### config.mk
export PLATFORM = sky130hd
export DESIGN_NAME = timed_lowest_free_slot_allocator
export DESIGN_NICKNAME = d
export VERILOG_FILES = /design/src/tlfsa_pkg.sv /design/src/tlfsa_lowest_free.sv /design/src/tlfsa_slot_table.sv /design/src/timed_lowest_free_slot_allocator.sv
export SDC_FILE = /design/constraint.sdc
export NUM_CORES = 2
export LEC_CHECK = 0
export BUFFER_PORTS_ARGS = -buffer_cell sky130_fd_sc_hd__buf_2
export CELL_PAD_IN_SITES_DETAIL_PLACEMENT = 1
export CELL_PAD_IN_SITES_GLOBAL_PLACEMENT = 2
export CORE_AREA = 2 2 396 398
export DETAILED_ROUTE_END_ITERATION = 16
export DIE_AREA = 0 0 398 400
export GPL_TIMING_DRIVEN = 0
export PLACE_DENSITY = 0.68
export SYNTH_ARGS = -nofsm -noshare
export SYNTH_HDL_FRONTEND = slang
export SYNTH_HIERARCHICAL = 1
export SYNTH_SLANG_ARGS = --single-unit
export TNS_END_PERCENT = 20
### constraint.sdc
create_clock -name clk -period 7.67 [get_ports clk]
set_input_delay 0.767 -clock clk [delete_from_list [all_inputs] [get_ports clk]]
set_output_delay 0.767 -clock clk [all_outputs]
set_load 0.01 [all_outputs]
### src/tlfsa_pkg.sv
// Shared constants and types for the timed lowest-free-slot allocator.
`default_nettype none
package tlfsa_pkg;

	localparam int SLOTS      = 64;
	localparam int TIME_BITS  = 16;
	localparam int SLOT_W     = (SLOTS > 1) ? $clog2(SLOTS) : 1;
	localparam int ROOM_W     = 7;
	localparam int SLOT_NUM_W = 7;
	localparam int FIELD_W    = 16;
	localparam logic [ROOM_W-1:0] ROOM_RESET = ROOM_W'(64);

	typedef enum logic {
		OP_ALLOC = 1'b0,
		OP_CLEAR = 1'b1
	} op_t;

	typedef logic [TIME_BITS-1:0] time_t;
	typedef logic [SLOTS-1:0]     slot_vec_t;

	// lowest free slot found this cycle
	typedef struct packed {
		logic              found;
		logic [SLOT_W-1:0] idx;
		slot_vec_t         onehot;
	} grant_t;

endpackage
`default_nettype wire

### src/tlfsa_lowest_free.sv
// Lowest-index priority encoder over the free-slot vector.
`default_nettype none
module tlfsa_lowest_free (
	input  wire tlfsa_pkg::slot_vec_t free_vec,
	output tlfsa_pkg::grant_t         grant
);

	tlfsa_pkg::slot_vec_t lowest;
	logic [tlfsa_pkg::SLOT_W-1:0] idx;

	// isolate lowest set bit
	assign lowest = free_vec & (~free_vec + tlfsa_pkg::slot_vec_t'(1));

	always_comb begin
		idx = '0;
		for (int b = 0; b < tlfsa_pkg::SLOT_W; b++) begin
			for (int i = 0; i < tlfsa_pkg::SLOTS; i++) begin
				if (((i >> b) & 1) == 1) begin
					idx[b] = idx[b] | lowest[i];
				end
			end
		end
	end

	assign grant.found  = |free_vec;
	assign grant.idx    = idx;
	assign grant.onehot = lowest;

endmodule
`default_nettype wire

### src/tlfsa_slot_table.sv
// Slot busy bits and release times, with parallel free check and grant update.
`default_nettype none
module tlfsa_slot_table (
	input  wire                                 clk,
	input  wire                                 arst_n,
	input  wire                                 fire,
	input  wire tlfsa_pkg::op_t                 op,
	input  wire tlfsa_pkg::time_t               arrival,
	input  wire tlfsa_pkg::time_t               departure,
	input  wire [tlfsa_pkg::ROOM_W-1:0]         room_count,
	output tlfsa_pkg::grant_t                   grant
);

	tlfsa_pkg::slot_vec_t busy_q;
	tlfsa_pkg::time_t     rel_q [tlfsa_pkg::SLOTS];
	tlfsa_pkg::slot_vec_t busy_left;
	tlfsa_pkg::slot_vec_t usable;
	tlfsa_pkg::slot_vec_t free_vec;

	always_comb begin
		for (int i = 0; i < tlfsa_pkg::SLOTS; i++) begin
			busy_left[i] = busy_q[i] && (rel_q[i] > arrival);
			usable[i]    = int'(room_count) > i;
		end
	end

	assign free_vec = ~busy_left & usable;

	tlfsa_lowest_free u_lowest_free (
		.free_vec (free_vec),
		.grant    (grant)
	);

	always_ff @(posedge clk or negedge arst_n) begin
		if (!arst_n) begin
			busy_q <= '0;
		end else if (fire) begin
			if (op == tlfsa_pkg::OP_CLEAR) begin
				busy_q <= '0;
			end else begin
				busy_q <= busy_left | grant.onehot;
			end
		end
	end

	// release time only matters while the slot is busy
	always_ff @(posedge clk) begin
		if (fire && op == tlfsa_pkg::OP_ALLOC && grant.found) begin
			rel_q[grant.idx] <= departure;
		end
	end

	a_grant_marks_busy: assert property (@(posedge clk) disable iff (!arst_n)
		fire && op == tlfsa_pkg::OP_ALLOC && grant.found |=> busy_q[$past(grant.idx)])
		else $error("granted slot not marked busy");

	a_clear_empties: assert property (@(posedge clk) disable iff (!arst_n)
		fire && op == tlfsa_pkg::OP_CLEAR |=> busy_q == '0)
		else $error("clear left a slot busy");

	a_grant_in_range: assert property (@(posedge clk) disable iff (!arst_n)
		grant.found |-> int'(grant.idx) < int'(room_count))
		else $error("grant beyond room count");

endmodule
`default_nettype wire

### src/timed_lowest_free_slot_allocator.sv
// A request word is registered in s1 and its result word in s2, which drives the output.
// Throughput: one request per cycle while the output is not stalled; the parallel release-time
// compare and lowest-free encoder are combinational between the input and result registers.
// Reset (arst_n low): all slots free, pipeline empty, room_count back to 64.
// Output stall backs up through the two registers; the input takes a word while a result waits.
`default_nettype none
module timed_lowest_free_slot_allocator (
	input  wire                              clk,
	input  wire                              arst_n,
	input  wire                              cfg_valid,
	output logic                             cfg_ready,
	input  wire [tlfsa_pkg::ROOM_W-1:0]      cfg_data,
	input  wire                              in_valid,
	output logic                             in_stall,
	input  wire                              op,
	input  wire [tlfsa_pkg::FIELD_W-1:0]     arrival_time,
	input  wire [tlfsa_pkg::FIELD_W-1:0]     departure_time,
	input  wire [tlfsa_pkg::FIELD_W-1:0]     request_tag,
	output logic                             out_valid,
	input  wire                              out_stall,
	output logic                             granted,
	output logic [tlfsa_pkg::SLOT_NUM_W-1:0] slot_number,
	output logic [tlfsa_pkg::FIELD_W-1:0]    result_tag
);

	logic [tlfsa_pkg::ROOM_W-1:0] room_count_q;

	logic                          valid_s1;
	tlfsa_pkg::op_t                op_s1;
	tlfsa_pkg::time_t              arr_s1;
	tlfsa_pkg::time_t              dep_s1;
	logic [tlfsa_pkg::FIELD_W-1:0] tag_s1;

	logic                             valid_s2;
	logic                             granted_s2;
	logic [tlfsa_pkg::SLOT_NUM_W-1:0] slot_s2;
	logic [tlfsa_pkg::FIELD_W-1:0]    tag_s2;

	logic              s2_free;
	logic              s1_adv;
	logic              in_fire;
	tlfsa_pkg::grant_t grant;

	assign cfg_ready = 1'b1;
	assign s2_free   = !valid_s2 || !out_stall;
	assign s1_adv    = valid_s1 && s2_free;
	assign in_stall  = valid_s1 && !s2_free;
	assign in_fire   = in_valid && !in_stall;

	always_ff @(posedge clk or negedge arst_n) begin
		if (!arst_n) begin
			room_count_q <= tlfsa_pkg::ROOM_RESET;
		end else if (cfg_valid && cfg_ready) begin
			room_count_q <= cfg_data;
		end
	end

	always_ff @(posedge clk or negedge arst_n) begin
		if (!arst_n) begin
			valid_s1 <= 1'b0;
			valid_s2 <= 1'b0;
		end else begin
			if (in_fire) begin
				valid_s1 <= 1'b1;
			end else if (s1_adv) begin
				valid_s1 <= 1'b0;
			end
			if (s1_adv) begin
				valid_s2 <= 1'b1;
			end else if (!out_stall) begin
				valid_s2 <= 1'b0;
			end
		end
	end

	always_ff @(posedge clk) begin
		if (in_fire) begin
			op_s1  <= tlfsa_pkg::op_t'(op);
			arr_s1 <= tlfsa_pkg::time_t'(arrival_time);
			dep_s1 <= tlfsa_pkg::time_t'(departure_time);
			tag_s1 <= request_tag;
		end
		if (s1_adv) begin
			granted_s2 <= (op_s1 == tlfsa_pkg::OP_ALLOC) && grant.found;
			slot_s2    <= ((op_s1 == tlfsa_pkg::OP_ALLOC) && grant.found)
				? tlfsa_pkg::SLOT_NUM_W'(grant.idx) + tlfsa_pkg::SLOT_NUM_W'(1)
				: '0;
			tag_s2     <= tag_s1;
		end
	end

	tlfsa_slot_table u_slot_table (
		.clk        (clk),
		.arst_n     (arst_n),
		.fire       (s1_adv),
		.op         (op_s1),
		.arrival    (arr_s1),
		.departure  (dep_s1),
		.room_count (room_count_q),
		.grant      (grant)
	);

	assign out_valid   = valid_s2;
	assign granted     = granted_s2;
	assign slot_number = slot_s2;
	assign result_tag  = tag_s2;

	a_grant_has_slot: assert property (@(posedge clk) disable iff (!arst_n)
		out_valid && granted |-> slot_number != '0 && slot_number <= room_count_q)
		else $error("granted word without valid slot");

	a_deny_zero_slot: assert property (@(posedge clk) disable iff (!arst_n)
		out_valid && !granted |-> slot_number == '0)
		else $error("denied word with nonzero slot");

	a_s1_holds: assert property (@(posedge clk) disable iff (!arst_n)
		valid_s1 && !s2_free |=> valid_s1 && $stable(tag_s1))
		else $error("input stage dropped a blocked word");

endmodule
`default_nettype wire

* After elaboration in Yosys (flattened, before gate mapping) *
Memory sizes are Yosys's and may differ from the RTL's.
Index checks and enable logic that the tools add are counted.

word-level totals
  flip-flop bits (word level) = 146
  RAM bits = 1024
  input bits = 61
  output and inout bits = 27
  word-level logic and storage cells = 419
  memories kept = 1

memory list
  memory              depth  bits a word  read ports  clocked after Yosys merged registers in  write ports  RTL line                RTL
  u_slot_table.rel_q  64     16           64          0                                        1            tlfsa_slot_table.sv:15  tlfsa_pkg::time_t rel_q [tlfsa_pkg::SLOTS];

cells by class
  add/sub/neg operators = 2
  magnitude comparators = 128
  equal/unequal tests = 1
  mux-type cells = 7
  bitwise logic cells = 192
  reduce and logical (&&, ||, !) cells = 77

operators by type and width
  cell                                                    number
  > comparator 16 bit                                     64
  > comparator 7 x 6 -> 1 bit (second input constant)     32
  OR 1 bit                                                186
  bitwise AND 64 bit                                      2
  inverter 64 bit                                         2
  > comparator 7 x 5 -> 1 bit (second input constant)     16
  logical AND 1 bit                                       70
  adder 64 x 1 -> 64 bit (second input constant)          1
  2-to-1 mux 64 bit                                       1
  OR 64 bit                                               1
  OR reduction 64 bit                                     1
  > comparator 7 x 4 -> 1 bit (second input constant)     8
  > comparator 7 x 3 -> 1 bit (second input constant)     4
  > comparator 7 x 1 -> 1 bit (second input constant)     2
  > comparator 7 x 2 -> 1 bit (second input constant)     2
  adder 6 x 1 -> 7 bit (second input constant)            1
  2-to-1 mux 1 bit                                        6
  logical NOT 1 bit                                       4
  inequality test 2 x 1 -> 1 bit (second input constant)  1
  nonzero test 2 bit                                      1
  logical OR 1 bit                                        1
  inverter 1 bit                                          1

* Depth between registers and ports, before layout *
An unclocked memory read counts as a cell.

  depth after elaboration = 40
  mapped depth = 20

* By module *
The synthesis kept the hierarchy.

modules (own cells, without submodules)
  module                            times used  cells an instance  area each (µm²)  sequential area each (µm²)
  tlfsa_slot_table                  1           4170               57218.6          32351.0
  timed_lowest_free_slot_allocator  1           117                2663.8           2418.6
  tlfsa_lowest_free                 1           278                1672.9           0.0

* Worst setup path before layout *
Ideal clock, no wire load.

  path type = register -> register
  start point = reg arr_s1[5]
  end point = mem u_slot_table/rel_q[16][0] (netlist name) (enable)
  library setup time = 0.388 ns
  arrival time = 6.643 ns
  required time = 7.282 ns
  setup slack = 0.639 ns
  cell stages (with the launch flop) = 19
  path buffers = 2
  period minus slack after synthesis = 7.031 ns
  cells stage by stage = edfxtp_1 -> inv_1 -> ha_1 -> a21oi_1 -> o21ai_1 -> a221o_1 -> or3_1 -> a221oi_1 -> nor2_1 -> nor4b_4 -> nand3_2 -> nor3_1 -> or4_1 -> nor4_2 -> nand4b_1 -> clkbuf_1 -> or3b_2 -> clkbuf_1 -> nor2_1

RTL lines
  what                    RTL line                                RTL
  start, declared         timed_lowest_free_slot_allocator.sv:30  tlfsa_pkg::time_t arr_s1;
  start signal, assigned  timed_lowest_free_slot_allocator.sv:79  arr_s1 <= tlfsa_pkg::time_t'(arrival_time);
  end, declared           tlfsa_slot_table.sv:15

==> results.toml <==
[status]
outcome = "finished, final reports clean"

[hold_path]
hold_class = "in -> reg"
hold_start = "arrival_time[13]"
min_delay_path_depth = 1
worstHoldEndpoint = "arr_s1[13]"

[timing]
slew_violations = 0
finClkSkew_ns = 0.0371
period_needed_ns = 7.65
setup_viol = 0
maxSlewHeadroom = 0.0422
rsz0062_at_grt = "true"
worst_slew_pin_slew_ns = 1.44
hold_violations = 0
max_clock_freq_mhz = 131
period_share = 0.997

[clocking]
clk_latency_ns = 0.77
h-tree-depth = 4
cts_root_buf = "clkbuf_16"
cts_tree = "built"
numCtsBuffers = 141
path_clk_slew_ns = 0.06
clock-sinks = 1170
clockBufferDepth = 3

[worst_setup_path]
cp.required_ns = 8.06
ff2ff_setup_slack_ns = 0.02
worstPathMaxFanout = 33
worstPathArrival_ns = 8.04
crit_path_end_kind = "flip-flop"
crit_buf_inv = 3
critical_path.cell_chain = "bufinv_16 -> buf_16 -> ha_1 -> a21oi_1 -> o21ai_0 -> a221o_1 -> or3_1 -> a32oi_2 -> nor2_1 -> and4_1 -> nand2b_1 -> buf_2 -> nor2_1 -> and4b_1 -> nor4b_1 -> nand3_1 -> nor2b_1 -> nand2_2 -> nor2_4"
crit_path_top_delay_cell = "nor2_4"
cpLargestDelayFamily = "simple AND/OR/NAND/NOR gates"
path_common_cell = "nor2_1"
path_class = "reg -> reg"
ff2ff_path_depth = 19
reg2reg_to = "u_slot_table/rel_q[54][5]"
cp-start-kind = "flip-flop"
r2r_start = "arr_s1[7]"
cpPeakStageDelay_ns = 0.66

[route]
drt_iter0_markers = 3091
num_vias = 42600
viasPerCell = 5.96
dr.pass1.iters = 5
drt_wl_total_um = 212000
post-route-drc-count = 0
ant_nets = 0
wl_per_cell_um = 29.7

[yosys]
avgSynthCellArea_um2 = 13.5
synthTopCellsByArea = "edfxtp_1 (54%), ha_1 (21%), a21oi_1 (4.1%), dfrtp_1 (2.9%), nand4_1 (2.5%)"
yosys.area.top_type = "edfxtp_1"
ys.flop_type = "edfxtp_1"
async_flop_share = 0.0624
yosys_warnings = 6
synth-seq-cells = 1170
netlist_area_um2 = 61600
synth_top_area_frac = 0.535
synth_cell_types = 79
seq_area_frac_synth = 0.565
synth_nets = 5651
postSynthCellCount = 4565
synth_edf_count = 1097

[placed_design]
placedCellCount = 6816
place_hpwl_um = 147000
port-buffer-count = 85
place_area_um2 = 67500
gp_congestion = 0.945

[die]
start_util = 0.397
num_rows = 145
die_h_um = 400
dieWidth_um = 398
dieArea_um2 = 159000
io_pins = 88
core_area_um2 = 155000

[global_routing]
gr-usage-all-layers = 0.265
antenna_found_initial = 14
grt_max_degree = 51
grt_pass1_wl_um = 305000
grt-ovfl-total = 0
grt_pass1_vias = 44200

[finish]
instances_no_fill = 7141
final_common_cell = "edfxtp_1"
fin_nets = 6058
drive_above_1_share = 0.134
fillers = 15500
mostFrequentLayoutCells = "edfxtp_1 (1,097), ha_1 (1,025), a21oi_1 (505)"
stdcell_area_um2 = 73100
areaGrowthSynthToFinish_pct = 18.8

[run]
cap_violations = 0

[power]
power.leakage_uw = 0.0282
peakVddDrop_mv = 0.262
p_per_area_nw_per_um2 = 205
-- cell families after synthesis --
| logic type | after synthesis | share of synthesized area |
|---|---|---|
| adders and majority gates | 1025 | 0.208 |
| muxes | 7 | 0.00128 |
| AOI/OAI and AO/OA | 1032 | 0.107 |
| xor gates and xnor gates | 3 | 0.000427 |
| DFF | 1170 | 0.565 |
| and+or+nand+nor | 1166 | 0.107 |
| buffers and inverters | 161 | 0.0103 |
| other | 1 | 0.0000609 |
-- state kept, by name, summed over array words and instances (netlist names) --
| signal | count |
|---|---|
| result_tag | 16 |
| out_valid | 1 |
| granted | 1 |
| room_count_q | 7 |
| dep_s1 | 16 |
| u_slot_table/rel_q | 1024 |
| arr_s1 | 16 |
| slot_number | 7 |
| u_slot_table/busy_q | 64 |
| op_s1 | 1 |
| tag_s1 | 16 |
| valid_s1 | 1 |
-- power breakdown --
part	total [µW]	switching (µW)	internal, µW	leakage [µW]
registers	7120	68.2	7050	0.0109
clock network	6180	2670	3520	0.00204
logic	1680	1100	579	0.0153
total	15000	3840	11100	0.0282
-- timing repair --
| item | 4_1_cts | 5_1_grt |
|---|---|---|
| hold endpoints to repair | 26 | 0 |
| pin swaps | 45 | 20 |
| setup endpoints to repair | 1024 | 800 |
| hold buffers | 1 | 0 |
| gates resized for setup | 143 | 19 |
| setup buffers | 52 | 19 |
-- worst max path at each step --
| stage | from | to | depth (start not counted) |
|---|---|---|---|
| CTS | arr_s1[5] | u_slot_table/rel_q[29][12] | 18 |
| global placement | arr_s1[7] | u_slot_table/rel_q[43][14] | 18 |
| floorplan | arr_s1[5] | u_slot_table/rel_q[16][0] | 18 |
| detailed placement | arr_s1[1] | u_slot_table/rel_q[48][7] | 19 |
| finish | arr_s1[7] | u_slot_table/rel_q[54][5] | 19 |
| global route | arr_s1[7] | u_slot_table/rel_q[54][5] | 19 |
-- stage by stage --
stage | hold slack, ns | utilization | power [µW] | TNS (ns) | setup slack [ns]
2_1_floorplan | 0.400 | - | 8000 | 0 | 0.639
3_3_place_gp | 0.401 | 0.416 | 8680 | -5591.52 | -6.14
3_5_place_dp | 0.406 | 0.435 | 8900 | -1291.52 | -1.71
4_1_cts | 0.121 | 0.469 | 15100 | 0 | 0.0133
5_1_grt | 0.139 | 0.471 | 15500 | -3.80 | -0.119
6_report | 0.173 | 0.471 | 15000 | 0 | 0.0217
-- per-layer routing --
metal / wire [µm] / vias up / GRT usage
met5: 23 / - / 0
met4: 5140 / 4 / 0.0633
met1: 96300 / 22100 / 0.367
met2: 101000 / 1008 / 0.445
met3: 9650 / 276 / 0.0304
li1: - / 19200 / -
-- Yosys cell counts (all sizes together), types with 10 or more instances --
master      n
and2       17
nand2     169
or3        60
nor4b      10
o21a       28
or4b       28
a31oi      20
a2111oi    22
dfrtp      72
nor4       27
and3       41
inv       103
clkbuf     38
nand3     164
o211ai     62
buf        20
o21ai      65
a221o      29
o31a       10
nand4     244
a21o       95
nor2b     114
nand2b     24
nor2      160
ha       1025
nor3       30
a32oi      13
a31o       66
a211oi     46
and4       26
a21boi     15
edfxtp   1097
or4        20
a21oi     507
-- layout make-up --
type	count	area [µm²]	area share
Clock inverter	71	448	0.00613
Timing Repair Buffer	265	4090	0.0559
Buffer	57	249	0.00340
Clock buffer	180	3720	0.0508
Inverter	103	534	0.00731
Multi-Input combinational cell	3234	26700	0.366
Sequential cell	1170	34800	0.475
Antenna cell	3	7.51	0.000103
Tap cell	2058	2570	0.0352
Note: power is estimated with default switching activity, not from simulation.
